$ cat config.mk
export PLATFORM = sky130hd
export DESIGN_NAME = ups_battery_status_monitor
export DESIGN_NICKNAME = d
export VERILOG_FILES = /design/src/ubsm_pkg.sv /design/src/ubsm_cfg.sv /design/src/ubsm_ctrl.sv /design/src/ubsm_dpath.sv /design/src/ups_battery_status_monitor.sv
export SDC_FILE = /design/constraint.sdc
export NUM_CORES = 2
export LEC_CHECK = 0
export ABC_CLOCK_PERIOD_IN_PS = 10300
export BUFFER_PORTS_ARGS = -buffer_cell sky130_fd_sc_hd__buf_4
export CAP_MARGIN = 20
export CORE_MARGIN = 4
export CORE_UTILIZATION = 50
export DETAILED_ROUTE_END_ITERATION = 10
export HOLD_SLACK_MARGIN = 0.03
export PLACE_DENSITY = 0.76
export SYNTH_ARGS = -nofsm -noshare
export SYNTH_HDL_FRONTEND = slang
export SYNTH_HIERARCHICAL = 1
export SYNTH_SLANG_ARGS = --single-unit
$ cat constraint.sdc
create_clock -name clk -period 10.3 [get_ports clk]
set_clock_uncertainty 0.05 [all_clocks]
set_input_delay 2.06 -clock clk [delete_from_list [all_inputs] [get_ports clk]]
set_output_delay 2.06 -clock clk [all_outputs]
set_load 0.02 [all_outputs]
$ cat src/ubsm_pkg.sv
`default_nettype none
// ----------------------------------------------------------------------------
// ubsm_pkg
// shared types and constants of the ups battery status monitor
// ----------------------------------------------------------------------------
package ubsm_pkg;

  // configuration register indexes
  typedef enum logic [2:0] {
    CFG_MIN_VOLTAGE    = 3'd0,
    CFG_MAX_VOLTAGE    = 3'd1,
    CFG_AVG_TIME       = 3'd2,
    CFG_REMAIN_LIMIT   = 3'd3,
    CFG_FULL_LEVEL     = 3'd4,
    CFG_REPORT_INTERVAL = 3'd5,
    CFG_RESTORE_TIMEOUT = 3'd6,
    CFG_LOW_LOAD_LIMIT = 3'd7
  } cfg_idx_t;

  typedef struct packed {
    logic [15:0] min_voltage_mv;
    logic [15:0] max_voltage_mv;
    logic [15:0] avg_time_to_empty_s;
    logic [15:0] remain_time_limit_s;
    logic [7:0]  full_charge_level;
    logic [7:0]  report_interval;
    logic [9:0]  restore_timeout_ticks;
    logic [15:0] low_load_limit_mw;
  } cfg_t;

  localparam logic [15:0] MIN_VOLTAGE_RST     = 16'd11200;
  localparam logic [15:0] MAX_VOLTAGE_RST     = 16'd13800;
  localparam logic [15:0] AVG_TIME_RST        = 16'd7200;
  localparam logic [15:0] REMAIN_LIMIT_RST    = 16'd600;
  localparam logic [7:0]  FULL_LEVEL_RST      = 8'd100;
  localparam logic [7:0]  REPORT_INTERVAL_RST = 8'd26;
  localparam logic [9:0]  RESTORE_TIMEOUT_RST = 10'd600;
  localparam logic [15:0] LOW_LOAD_LIMIT_RST  = 16'd5000;

  // percent division: eight quotient bits, one per cycle
  localparam int unsigned DIV_STEPS = 8;
  localparam logic [2:0]  DIV_LAST  = 3'(DIV_STEPS - 1);

  // n / 100 as (n * ceil(2^31 / 100)) >> 31, exact for n below 2^25
  localparam logic [24:0] RECIP_100   = 25'd21474837;
  localparam int unsigned RECIP_SHIFT = 31;

  // load power in units of 0.1 mW: mA * 122
  localparam logic signed [24:0] MW_PER_MA_X10 = 25'sd122;
  localparam logic [19:0]        LIMIT_SCALE   = 20'd10;

  // controller to datapath commands
  typedef struct packed {
    logic load;
    logic prep;
    logic div_step;
    logic mul_charge;
    logic mul_recip;
    logic finish;
  } cmd_t;

  // datapath to controller status
  typedef struct packed {
    logic out_free;
  } sts_t;

  typedef enum logic [5:0] {
    S_IDLE = 6'b000001,
    S_PREP = 6'b000010,
    S_DIV  = 6'b000100,
    S_MUL1 = 6'b001000,
    S_MUL2 = 6'b010000,
    S_FIN  = 6'b100000
  } state_t;

endpackage
`default_nettype wire

$ cat src/ubsm_cfg.sv
`default_nettype none
// ----------------------------------------------------------------------------
// ubsm_cfg
// configuration register file, written through the cfg transaction port
// ----------------------------------------------------------------------------
module ubsm_cfg (
  input  wire logic            clk,
  input  wire logic            rst,
  input  wire logic            cfg_valid,
  output logic                 cfg_ready,
  input  wire logic [2:0]      cfg_index,
  input  wire logic [15:0]     cfg_data,
  output ubsm_pkg::cfg_t       cfg
);

  // a write offered during reset would be dropped, so hold it off
  assign cfg_ready = !rst;

  always_ff @(posedge clk) begin
    if (rst) begin
      cfg.min_voltage_mv        <= ubsm_pkg::MIN_VOLTAGE_RST;
      cfg.max_voltage_mv        <= ubsm_pkg::MAX_VOLTAGE_RST;
      cfg.avg_time_to_empty_s   <= ubsm_pkg::AVG_TIME_RST;
      cfg.remain_time_limit_s   <= ubsm_pkg::REMAIN_LIMIT_RST;
      cfg.full_charge_level     <= ubsm_pkg::FULL_LEVEL_RST;
      cfg.report_interval       <= ubsm_pkg::REPORT_INTERVAL_RST;
      cfg.restore_timeout_ticks <= ubsm_pkg::RESTORE_TIMEOUT_RST;
      cfg.low_load_limit_mw     <= ubsm_pkg::LOW_LOAD_LIMIT_RST;
    end else if (cfg_valid && cfg_ready) begin
      unique case (ubsm_pkg::cfg_idx_t'(cfg_index))
        ubsm_pkg::CFG_MIN_VOLTAGE:     cfg.min_voltage_mv        <= cfg_data;
        ubsm_pkg::CFG_MAX_VOLTAGE:     cfg.max_voltage_mv        <= cfg_data;
        ubsm_pkg::CFG_AVG_TIME:        cfg.avg_time_to_empty_s   <= cfg_data;
        ubsm_pkg::CFG_REMAIN_LIMIT:    cfg.remain_time_limit_s   <= cfg_data;
        ubsm_pkg::CFG_FULL_LEVEL:      cfg.full_charge_level     <= cfg_data[7:0];
        ubsm_pkg::CFG_REPORT_INTERVAL: cfg.report_interval       <= cfg_data[7:0];
        ubsm_pkg::CFG_RESTORE_TIMEOUT: cfg.restore_timeout_ticks <= cfg_data[9:0];
        ubsm_pkg::CFG_LOW_LOAD_LIMIT:  cfg.low_load_limit_mw     <= cfg_data;
        default: begin
        end
      endcase
    end
  end

endmodule
`default_nettype wire

$ cat src/ubsm_ctrl.sv
`default_nettype none
// ----------------------------------------------------------------------------
// ubsm_ctrl
// sequencer: accept, prep, divide, two multiplies, then finish into the output slot
// ----------------------------------------------------------------------------
module ubsm_ctrl (
  input  wire logic           clk,
  input  wire logic           rst,
  input  wire logic           in_valid,
  output logic                in_stall,
  input  wire ubsm_pkg::sts_t sts,
  output ubsm_pkg::cmd_t      cmd
);

  ubsm_pkg::state_t state, state_next;
  logic [2:0]       div_cnt, div_cnt_next;

  always_comb begin
    state_next   = state;
    div_cnt_next = div_cnt;
    cmd          = '0;
    unique case (state)
      ubsm_pkg::S_IDLE: begin
        if (in_valid) begin
          cmd.load   = 1'b1;
          state_next = ubsm_pkg::S_PREP;
        end
      end
      ubsm_pkg::S_PREP: begin
        cmd.prep     = 1'b1;
        div_cnt_next = '0;
        state_next   = ubsm_pkg::S_DIV;
      end
      ubsm_pkg::S_DIV: begin
        cmd.div_step = 1'b1;
        div_cnt_next = div_cnt + 3'd1;
        if (div_cnt == ubsm_pkg::DIV_LAST) begin
          state_next = ubsm_pkg::S_MUL1;
        end
      end
      ubsm_pkg::S_MUL1: begin
        cmd.mul_charge = 1'b1;
        state_next     = ubsm_pkg::S_MUL2;
      end
      ubsm_pkg::S_MUL2: begin
        cmd.mul_recip = 1'b1;
        state_next    = ubsm_pkg::S_FIN;
      end
      ubsm_pkg::S_FIN: begin
        // hold here until the output slot can take the result
        if (sts.out_free) begin
          cmd.finish = 1'b1;
          state_next = ubsm_pkg::S_IDLE;
        end
      end
      default: begin
        state_next = ubsm_pkg::S_IDLE;
      end
    endcase
  end

  always_ff @(posedge clk) begin
    if (rst) begin
      state   <= ubsm_pkg::S_IDLE;
      div_cnt <= '0;
    end else begin
      state   <= state_next;
      div_cnt <= div_cnt_next;
    end
  end

  // no tick is taken while reset is held
  assign in_stall = rst || (state != ubsm_pkg::S_IDLE);

  a_finish_needs_slot: assert property (@(posedge clk) disable iff (rst)
    cmd.finish |-> sts.out_free)
    else $error("result finished while output slot occupied");

  a_accept_goes_busy: assert property (@(posedge clk) disable iff (rst)
    (in_valid && !in_stall) |=> in_stall)
    else $error("input not stalled after a transaction");

endmodule
`default_nettype wire

$ cat src/ubsm_dpath.sv
`default_nettype none
// ----------------------------------------------------------------------------
// ubsm_dpath
// charge divider, runtime multiplies, status and report logic, output slot
// ----------------------------------------------------------------------------
module ubsm_dpath (
  input  wire logic               clk,
  input  wire logic               rst,
  input  wire ubsm_pkg::cfg_t     cfg,
  input  wire ubsm_pkg::cmd_t     cmd,
  output ubsm_pkg::sts_t          sts,
  input  wire logic               mains_present,
  input  wire logic [15:0]        bus_voltage_mv,
  input  wire logic signed [16:0] load_current_ma,
  input  wire logic signed [15:0] shutdown_delay_s,
  output logic                    out_valid,
  input  wire logic               out_stall,
  output logic [7:0]              remaining_pct,
  output logic [15:0]             runtime_to_empty_s,
  output logic [7:0]              status_word,
  output logic                    send_report,
  output logic                    send_runtime,
  output logic                    relay_pulse,
  output logic signed [10:0]      restore_ticks_left
);

  // latched tick
  logic               in_mains;
  logic [15:0]        in_volt;
  logic signed [16:0] in_cur;
  logic signed [15:0] in_sdly;

  // divider
  logic        zero_span, sat;
  logic [23:0] part, dsr;
  logic [7:0]  quot;

  // multiplies
  logic [7:0]  rem_r;
  logic [23:0] prod1;
  logic [17:0] q_rt;
  logic        low_r;

  // persistent state
  logic [7:0]  prev_status, prev_remaining, interval_timer;
  logic [15:0] prev_runtime;
  logic        outage_seen;
  logic [10:0] restore_counter;

  // prep
  logic [15:0] v_clamp, v_delta, span;
  logic [23:0] num;
  logic [16:0] den;
  logic        span_ok;

  always_comb begin
    span_ok = cfg.max_voltage_mv > cfg.min_voltage_mv;
    v_clamp = (in_volt < cfg.min_voltage_mv) ? cfg.min_voltage_mv : in_volt;
    v_delta = v_clamp - cfg.min_voltage_mv;
    span    = cfg.max_voltage_mv - cfg.min_voltage_mv;
    num     = 24'(v_delta) * 24'd200 + 24'(span);
    den     = {span, 1'b0};
  end

  // divide step
  logic div_ge;
  assign div_ge = part >= dsr;

  // charge multiply and load power
  logic [7:0]         rem_c;
  logic signed [24:0] pwr;
  logic signed [24:0] lim;
  logic [48:0]        prod2;

  always_comb begin
    rem_c = zero_span ? 8'd0 : (sat ? 8'hFF : quot);
    pwr   = 25'(in_cur) * ubsm_pkg::MW_PER_MA_X10;
    lim   = $signed({5'b0, 20'(cfg.low_load_limit_mw) * ubsm_pkg::LIMIT_SCALE});
    prod2 = 49'(prod1) * 49'(ubsm_pkg::RECIP_100);
  end

  // finish
  logic [15:0] rt;
  logic        dis, rtl, sreq, full, report;
  logic [7:0]  st;
  logic [8:0]  timer_sum;
  logic [7:0]  timer_inc;
  logic [10:0] cnt_base, cnt_inc, ticks, counter_next;
  logic        seen_base, watch, watch_end, seen_next;

  always_comb begin
    rt        = (q_rt[17:16] != 2'b00) ? 16'hFFFF : q_rt[15:0];
    dis       = !in_mains;
    rtl       = dis && (rt < cfg.remain_time_limit_s);
    sreq      = in_sdly > 16'sd0;
    full      = rem_r == cfg.full_charge_level;
    st        = {1'b1, rtl | sreq, sreq, rtl, dis, full, in_mains, in_mains};
    timer_sum = {1'b0, interval_timer} + 9'd2;
    timer_inc = timer_sum[8] ? 8'hFF : timer_sum[7:0];
    report    = (st != prev_status) || (rem_r != prev_remaining) ||
                (rt != prev_runtime) || (timer_inc > cfg.report_interval);
    cnt_base  = dis ? 11'd0 : restore_counter;
    seen_base = dis | outage_seen;
    ticks     = {1'b0, cfg.restore_timeout_ticks} - cnt_base;
    cnt_inc   = cnt_base + 11'd1;
    watch     = seen_base && in_mains;
    watch_end = watch && ((cnt_inc > {1'b0, cfg.restore_timeout_ticks}) || low_r);
    seen_next = watch_end ? 1'b0 : seen_base;
    if (!watch) begin
      counter_next = cnt_base;
    end else if (watch_end) begin
      counter_next = '0;
    end else begin
      counter_next = cnt_inc;
    end
  end

  assign sts.out_free = !out_valid || !out_stall;

  // payload path
  always_ff @(posedge clk) begin
    if (cmd.load) begin
      in_mains <= mains_present;
      in_volt  <= bus_voltage_mv;
      in_cur   <= load_current_ma;
      in_sdly  <= shutdown_delay_s;
    end
    if (cmd.prep) begin
      zero_span <= !span_ok;
      sat       <= {1'b0, num} >= {den, 8'b0};
      part      <= num;
      dsr       <= {den, 7'b0};
      quot      <= '0;
    end
    if (cmd.div_step) begin
      if (div_ge) begin
        part <= part - dsr;
      end
      quot <= {quot[6:0], div_ge};
      dsr  <= dsr >> 1;
    end
    if (cmd.mul_charge) begin
      rem_r <= rem_c;
      prod1 <= 24'(cfg.avg_time_to_empty_s) * 24'(rem_c) + 24'd50;
      low_r <= pwr < lim;
    end
    if (cmd.mul_recip) begin
      q_rt <= prod2[ubsm_pkg::RECIP_SHIFT +: 18];
    end
    if (cmd.finish) begin
      remaining_pct      <= rem_r;
      runtime_to_empty_s <= rt;
      status_word        <= st;
      send_report        <= report;
      send_runtime       <= report && dis;
      relay_pulse        <= watch_end && low_r;
      restore_ticks_left <= $signed(ticks);
    end
  end

  // control and persistent state
  always_ff @(posedge clk) begin
    if (rst) begin
      out_valid       <= 1'b0;
      prev_status     <= '0;
      prev_remaining  <= '0;
      prev_runtime    <= '0;
      interval_timer  <= '0;
      outage_seen     <= 1'b0;
      restore_counter <= '0;
    end else begin
      if (cmd.finish) begin
        out_valid       <= 1'b1;
        interval_timer  <= report ? 8'd0 : timer_inc;
        outage_seen     <= seen_next;
        restore_counter <= counter_next;
        if (report) begin
          prev_status    <= st;
          prev_remaining <= rem_r;
          prev_runtime   <= rt;
        end
      end else if (!out_stall) begin
        out_valid <= 1'b0;
      end
    end
  end

  a_finish_fills_slot: assert property (@(posedge clk) disable iff (rst)
    cmd.finish |=> out_valid)
    else $error("finished result not presented");

  a_runtime_with_report: assert property (@(posedge clk) disable iff (rst)
    (out_valid && send_runtime) |-> (send_report && status_word[3]))
    else $error("runtime report without discharging report");

  a_pulse_on_mains: assert property (@(posedge clk) disable iff (rst)
    (out_valid && relay_pulse) |-> status_word[1])
    else $error("relay pulse while on battery");

  a_counter_idle_clear: assert property (@(posedge clk) disable iff (rst)
    !outage_seen |-> (restore_counter == 11'd0))
    else $error("restore counter running without outage");

endmodule
`default_nettype wire

$ cat src/ups_battery_status_monitor.sv
`default_nettype none
// ----------------------------------------------------------------------------
// ups_battery_status_monitor
// per-tick charge, runtime, status and report decision for a ups battery
// ----------------------------------------------------------------------------
// usage:
// - input channel (in_valid / in_stall): one transaction per monitor tick with
//   mains_present, bus_voltage_mv, load_current_ma and shutdown_delay_s
// - output channel (out_valid / out_stall): exactly one result per tick
// - cfg channel (cfg_valid / cfg_ready, cfg_index, cfg_data): eight registers,
//   ready whenever reset is low; write only while no tick is in flight
// - sequence: a taken tick passes through prep, the bit-serial charge divider,
//   the runtime multiply and the divide-by-100 reciprocal multiply, then the
//   finish step into the output slot; a new tick is taken only once the
//   sequencer is back in idle after finish
// - the output slot is a register: a new tick is accepted while a result
//   still waits; if the receiver keeps out_stall high the next result holds
//   in the finish step and in_stall stays high until the slot frees
// - reset: synchronous, all history (previous status, charge, runtime,
//   interval timer, restore watch) cleared and registers loaded with defaults;
//   in_stall is high and cfg_ready low while reset is held; no clearing pass,
//   the block takes a tick in the first cycle after reset
// ----------------------------------------------------------------------------
module ups_battery_status_monitor (
  input  wire logic               clk,
  input  wire logic               rst,
  // tick input
  input  wire logic               in_valid,
  output logic                    in_stall,
  input  wire logic               mains_present,
  input  wire logic [15:0]        bus_voltage_mv,
  input  wire logic signed [16:0] load_current_ma,
  input  wire logic signed [15:0] shutdown_delay_s,
  // result output
  output logic                    out_valid,
  input  wire logic               out_stall,
  output logic [7:0]              remaining_pct,
  output logic [15:0]             runtime_to_empty_s,
  output logic [7:0]              status_word,
  output logic                    send_report,
  output logic                    send_runtime,
  output logic                    relay_pulse,
  output logic signed [10:0]      restore_ticks_left,
  // configuration writes
  input  wire logic               cfg_valid,
  output logic                    cfg_ready,
  input  wire logic [2:0]         cfg_index,
  input  wire logic [15:0]        cfg_data
);

  ubsm_pkg::cfg_t cfg;
  ubsm_pkg::cmd_t cmd;
  ubsm_pkg::sts_t sts;

  // register file, index order matches the register list
  ubsm_cfg u_cfg (
    .clk       (clk),
    .rst       (rst),
    .cfg_valid (cfg_valid),
    .cfg_ready (cfg_ready),
    .cfg_index (cfg_index),
    .cfg_data  (cfg_data),
    .cfg       (cfg)
  );

  // sequencer: idle -> prep -> 8 divide steps -> two multiplies -> finish
  ubsm_ctrl u_ctrl (
    .clk      (clk),
    .rst      (rst),
    .in_valid (in_valid),
    .in_stall (in_stall),
    .sts      (sts),
    .cmd      (cmd)
  );

  // arithmetic, history registers and the output slot
  ubsm_dpath u_dpath (
    .clk                (clk),
    .rst                (rst),
    .cfg                (cfg),
    .cmd                (cmd),
    .sts                (sts),
    .mains_present      (mains_present),
    .bus_voltage_mv     (bus_voltage_mv),
    .load_current_ma    (load_current_ma),
    .shutdown_delay_s   (shutdown_delay_s),
    .out_valid          (out_valid),
    .out_stall          (out_stall),
    .remaining_pct      (remaining_pct),
    .runtime_to_empty_s (runtime_to_empty_s),
    .status_word        (status_word),
    .send_report        (send_report),
    .send_runtime       (send_runtime),
    .relay_pulse        (relay_pulse),
    .restore_ticks_left (restore_ticks_left)
  );

endmodule
`default_nettype wire

* After elaboration in Yosys (flattened, before gate mapping)
Cells that the tools add are included.
** Word-level totals
- Register bits :: 372
- Latch bits :: 0
- Bits in writable memories :: 0
- ROM bits :: 0
- Input bits :: 74
- Output and inout bits :: 49
- Logic and storage cells :: 149
- Memories :: 0
** Cells by class
- $add $sub $neg :: 9
- Multipliers :: 5
- Div/mod/pow operators :: 0
- Magnitude comparators :: 9
- Eq/ne operators :: 23
- Shifts and indexed selects :: 0
- Muxes and demuxes :: 32
- Bitwise logic cells :: 2
- Reduce and logical (&&, ||, !) cells :: 31
** Operator list (count)
- $mux W24 :: 3
- $mul A24 B25 Y49 const B :: 1
- $mux W8 :: 6
- $mux W23 :: 2
- $pmux W6 S6 :: 1
- $mux W11 :: 3
- $lt A16 B16 Y1 :: 2
- $mux W16 :: 2
- $sub A16 B16 Y16 :: 2
- $ge A24 B25 Y1 :: 1
- $lt A25 B21 Y1 :: 1
- $add A24 B16 Y24 :: 1
- $add A24 B6 Y24 const B :: 1
- $ge A24 B24 Y1 :: 1
- $mul A16 B8 Y24 :: 1
- $mul A17 B7 Y24 const B :: 1
- $sub A24 B24 Y24 :: 1
- $mul A16 B5 Y21 const B :: 1
- $mul A16 B3 Y19 const B :: 1
- $mux W6 :: 3
- $reduce_and A2 Y1 :: 9
- $gt A16 B1 Y1 const B :: 1
- $gt A16 B16 Y1 :: 1
- $ne A16 B16 Y1 :: 1
- other kinds (29) :: 64

* Longest topological paths before layout
- Word-level depth :: 10
- Mapped depth :: 45
- Depth with buffers taken out :: 44

* Modules after synthesis
Netlist, hierarchy kept.
** Modules (own cells, without submodules)
- ubsm_dpath :: instances 1, cells each 3503, area an instance 33744.9 sq um, seq. area each 6886.6 sq um
- ubsm_cfg :: instances 1, cells each 503, area an instance 4113.9 sq um, seq. area each 2122.0 sq um
- ubsm_ctrl :: instances 1, cells each 62, area an instance 515.5 sq um, seq. area each 180.2 sq um

* Least setup slack after synthesis
OpenSTA, ideal clock, no wires.
- Kind :: register -> register
- Start :: reg, netlist name u_cfg/cfg[91]
- End :: reg u_dpath.sat (data pin)
- Library setup time :: 0.256 ns
- Arrival time :: 8.157 ns
- Required time :: 9.994 ns
- Path slack :: 1.837 ns
- Stages on the path, launching flop included :: 44
- Buffers on the path :: 1
- Clock period less this slack :: 8.463 ns
- Cell sequence :: dfxtp_1 > inv_1 > ha_1 > a21oi_1 > nor2b_1 > o21ai_0 > a21oi_1 > o21ai_0 > a2111oi_0 > or4_1 > clkbuf_1 > mux2i_1 > ha_1 > fa_1 > nor2b_1 > o21ai_1 > a21boi_0 > o21ai_1 > (+8 left out) > inv_1 > ha_1 > or4_4 > o21a_2 > xor2_1 > ha_1 > nor2_1 > a211oi_1 > nand2_1 > xnor2_1 > ha_1 > a21o_1 > a21oi_1 > nor2b_1 > o21ai_0 > a31oi_1 > nor3_1 > nor2_1
** On the way
- Cells in the longest elaborated chain, start to end :: 6
- Elaborated cells between the ends (all ways) :: 7
- Classes of those cells :: add/sub (3); mul (1); order compare (2); mux (1)
** Ends and longest elaborated chain
- $lt A16 B16 Y1 :: line ubsm_dpath.sv:58 : v_clamp = (in_volt < cfg.min_voltage_mv) ? cfg.min_voltage_mv : in_volt;
- $mux W16 :: line ubsm_dpath.sv:58
- $sub A16 B16 Y16 :: line ubsm_dpath.sv:59 : v_delta = v_clamp - cfg.min_voltage_mv;
- $mul A16 B5 Y21 :: line ubsm_dpath.sv:61 : num = 24'(v_delta) * 24'd200 + 24'(span);
- $add A24 B16 Y24 :: line ubsm_dpath.sv:61
- $ge A24 B25 Y1 * :: line ubsm_dpath.sv:130 : sat <= {1'b0, num} >= {den, 8'b0};
- to (signal assigned) :: line ubsm_dpath.sv:130
- to (decl) :: line ubsm_dpath.sv:34 : logic zero_span, sat;
Every way passes the cells marked *; elsewhere a longest branch is shown, timed or not.
A chain may end at the register's enable or synchronous reset.

* Worst setup path in the final report
- Start :: reg, netlist name u_cfg/cfg[91]
- End :: reg u_dpath.sat (data pin)
** On the way
- Cells in the longest elaborated chain, start to end :: 6
- Elaborated cells between the ends (all ways) :: 7
- Classes of those cells :: add/sub (3); mul (1); order compare (2); mux (1)
** Ends and longest elaborated chain (line)
- $lt A16 B16 Y1 :: ubsm_dpath.sv:58
- $mux W16 :: ubsm_dpath.sv:58
- $sub A16 B16 Y16 :: ubsm_dpath.sv:59
- $mul A16 B5 Y21 :: ubsm_dpath.sv:61
- $add A24 B16 Y24 :: ubsm_dpath.sv:61
- $ge A24 B25 Y1 * :: ubsm_dpath.sv:130
Marks and branches as above.

==> flow_metrics.tcl <==
set metrics [dict create \
    status "finished clean" \
    path_clk_slew_ps 60 \
    synthTopCellsByCount "inv_1, ha_1, fa_1, a21oi_1, nor2_1" \
    cp.arrival_ps 9860 \
    synth_mux_area_frac 0.0147 \
    yosysMostFrequentCell "inv_1" \
    synth.distinct_cells 104 \
    die_area_um2 81200 \
    fill_cells 6564 \
    drt-initial-drc-count 1756 \
    io_pins 123 \
    gr-total-overflow 0 \
    synth_compound_area_frac 0.120 \
    syn_to_final_growth_pct 9.05 \
    max-slew-margin-rel 0.318 \
    async_reset_ff_frac 0 \
    start_util 0.505 \
    gr-usage-all-layers 0.220 \
    fmax_mhz 106 \
    num_vias 28806 \
    synth_flop_cell "dfxtp_1" \
    whs_ps 425 \
    crit_required_ps 10700 \
    root_buffer "clkbuf_16" \
    hpwl_um 70600 \
    synthSimpleGateAreaFrac 0.128 \
    synth_area_per_cell_um2 9.43 \
    portBuffers 121 \
    ys_warn_count 6 \
    ys_ff_latch 370 \
    hold_viol 0 \
    wirelength_um 89200 \
    ant_nets 0 \
    crit_family "simple AND/OR/NAND/NOR gates" \
    viasPerCell 5.52 \
    min_period_over_period 0.918 \
    crit_path_frequent_cell "ha_1" \
    die_y_um 285 \
    hp-class "reg2reg" \
    remaining_drc_errors 0 \
    grtUsageMet1 0.290 \
    dr.pass1.iters 5 \
    grt_pass1_wl_um 147000 \
    cts_tree "built" \
    grt_max_degree 73 \
    synth_top_area_frac 0.193 \
    report.final.slew_viol_count 0 \
    grt_util_met2 0.366 \
    gp_congestion 0.901 \
    critPathMaxStageDelay_ps 620 \
    antenna_found_initial 3 \
    crit_path_max_fanout 27 \
    nets 5165 \
    die_w_um 285 \
    num_rows 101 \
    end_kind "flop" \
    netlist_top_cells_area "ha_1, fa_1, edfxtp_1" \
    core_area_um2 75900 \
    ys_seq_area_frac 0.239 \
    cap_violations 0 \
    worst_skew_pair.late_latency_ps 590 \
    worst_pin_slew_ps 1020 \
    synthXorXnorAreaFrac 0.0395 \
    busiest_layer "met2" \
    critPathKind "reg2reg" \
    cts_hold_buf 0 \
    layout-drive-gt1-share 0.0686 \
    layout_min_cycle_time_ps 9460 \
    path_buf_inv 5 \
    wire_per_inst_um 17.1 \
    cts_buffers 42 \
    synth_nets 5085 \
    use_met3 0.0383 \
    htreeDepth 2 \
    synth_edf_count 178 \
    syn_inst 4068 \
    crit_path_start_kind "flop" \
    synth-adder-area-share 0.376 \
    synth_top_family_by_area "adder cells" \
    grt_pass1_vias 29355 \
    cp_slowest_cell "or4_1" \
    clock-sinks 370 \
    synth_top_cell_by_area "ha_1" \
    clock_path_buffers 3 \
    syn-cell-area_um2 38400 \
    setup_viol 0 \
]
## worst paths after layout
path / start / end / slack (ps) / cells after the start
worst min-delay path: u_cfg/cfg[50] / u_cfg/cfg[50] / 430 / 2
worst max register to register: u_cfg/cfg[91] / u_dpath/sat / 840 / 44
worst min register to register: u_cfg/cfg[50] / u_cfg/cfg[50] / 430 / 2
worst max-delay path: u_cfg/cfg[91] / u_dpath/sat / 840 / 44
## registers in the layout, summed over array words and instances, names as in the netlist, 17 cells and up
signal,flops
u_cfg/cfg,106
u_dpath/dsr,24
u_dpath/in_cur,17
u_dpath/part,24
u_dpath/prod1,24
u_dpath/q_rt,18
## stage by stage
step / instance area, um2 / util / std cells / TNS, ps / setup slack, ps
2_1_floorplan: 38400 / - / 4068 / 0 / 1840
4_1_cts: 41700 / 0.549 / 5203 / 0 / 761
3_5_place_dp: 40200 / 0.529 / 5125 / 0 / 831
6_report: 41800 / 0.551 / 5214 / 0 / 841
5_1_grt: 41800 / 0.551 / 5214 / -51.6 / -51.6
3_3_place_gp: 40200 / 0.529 / 5122 / 0 / 1120
## worst min-delay path: cells and delay by family (launching register included)
| kind | cells | cell delay (ps) |
|---|---|---|
| compound gates | 2 | 120 |
| flops | 1 | 300 |
## what timing repair did
action                                  4_1_cts  5_1_grt
endpoints found under the setup margin        0        1
setup buffers                                 0        2
endpoints found under the hold margin         0        0
gates resized for setup                       0        6
## kinds of logic after synthesis
logic type,after synthesis
and+or+nand+nor,981
adders and majority gates,943
buffers and inverters,804
AOI/OAI and AO/OA,741
DFF,370
xor gates and xnor gates,172
muxes,56
other,1
## cell usage in the layout, fill, tap and decap left out, types with 20 or more instances in the layout
master,count
nor2_1,244
nand3_1,127
o21ai_0,164
nor3_1,70
o21ai_1,47
inv_1,691
dfxtp_1,192
mux2i_1,52
or3_1,30
buf_4,141
edfxtp_1,178
xnor2_1,111
ha_1,592
o211ai_1,21
nand2b_1,25
and3_1,20
and2_1,97
o21a_1,36
fa_1,351
xor2_1,60
nand2_1,208
clkbuf_16,51
a21oi_1,246
nor2b_1,38
a21o_1,63
nand4_1,32
## layer usage
metal	vias up	share of wire
li1	13881	-
met1	13911	0.44
met2	839	0.46
met3	175	0.066
met4	0	0.034
met5	-	0
## final cells by class
| type | instances | area (um2) | share of cell area |
|---|---|---|---|
| clock inverters | 18 | 151 | 0.00362 |
| repair buffers | 147 | 1140 | 0.0272 |
| clock buffers | 60 | 1380 | 0.0330 |
| inverters | 693 | 2600 | 0.0622 |
| well taps | 1030 | 1290 | 0.0308 |
| multi-input cells | 2894 | 26100 | 0.623 |
| diodes | 2 | 5.00 | 0.000120 |
| flip-flops and latches | 370 | 9190 | 0.220 |
Power is not shown: default switching activity piles up to over one toggle a cycle in this logic, so the estimate is an artifact.
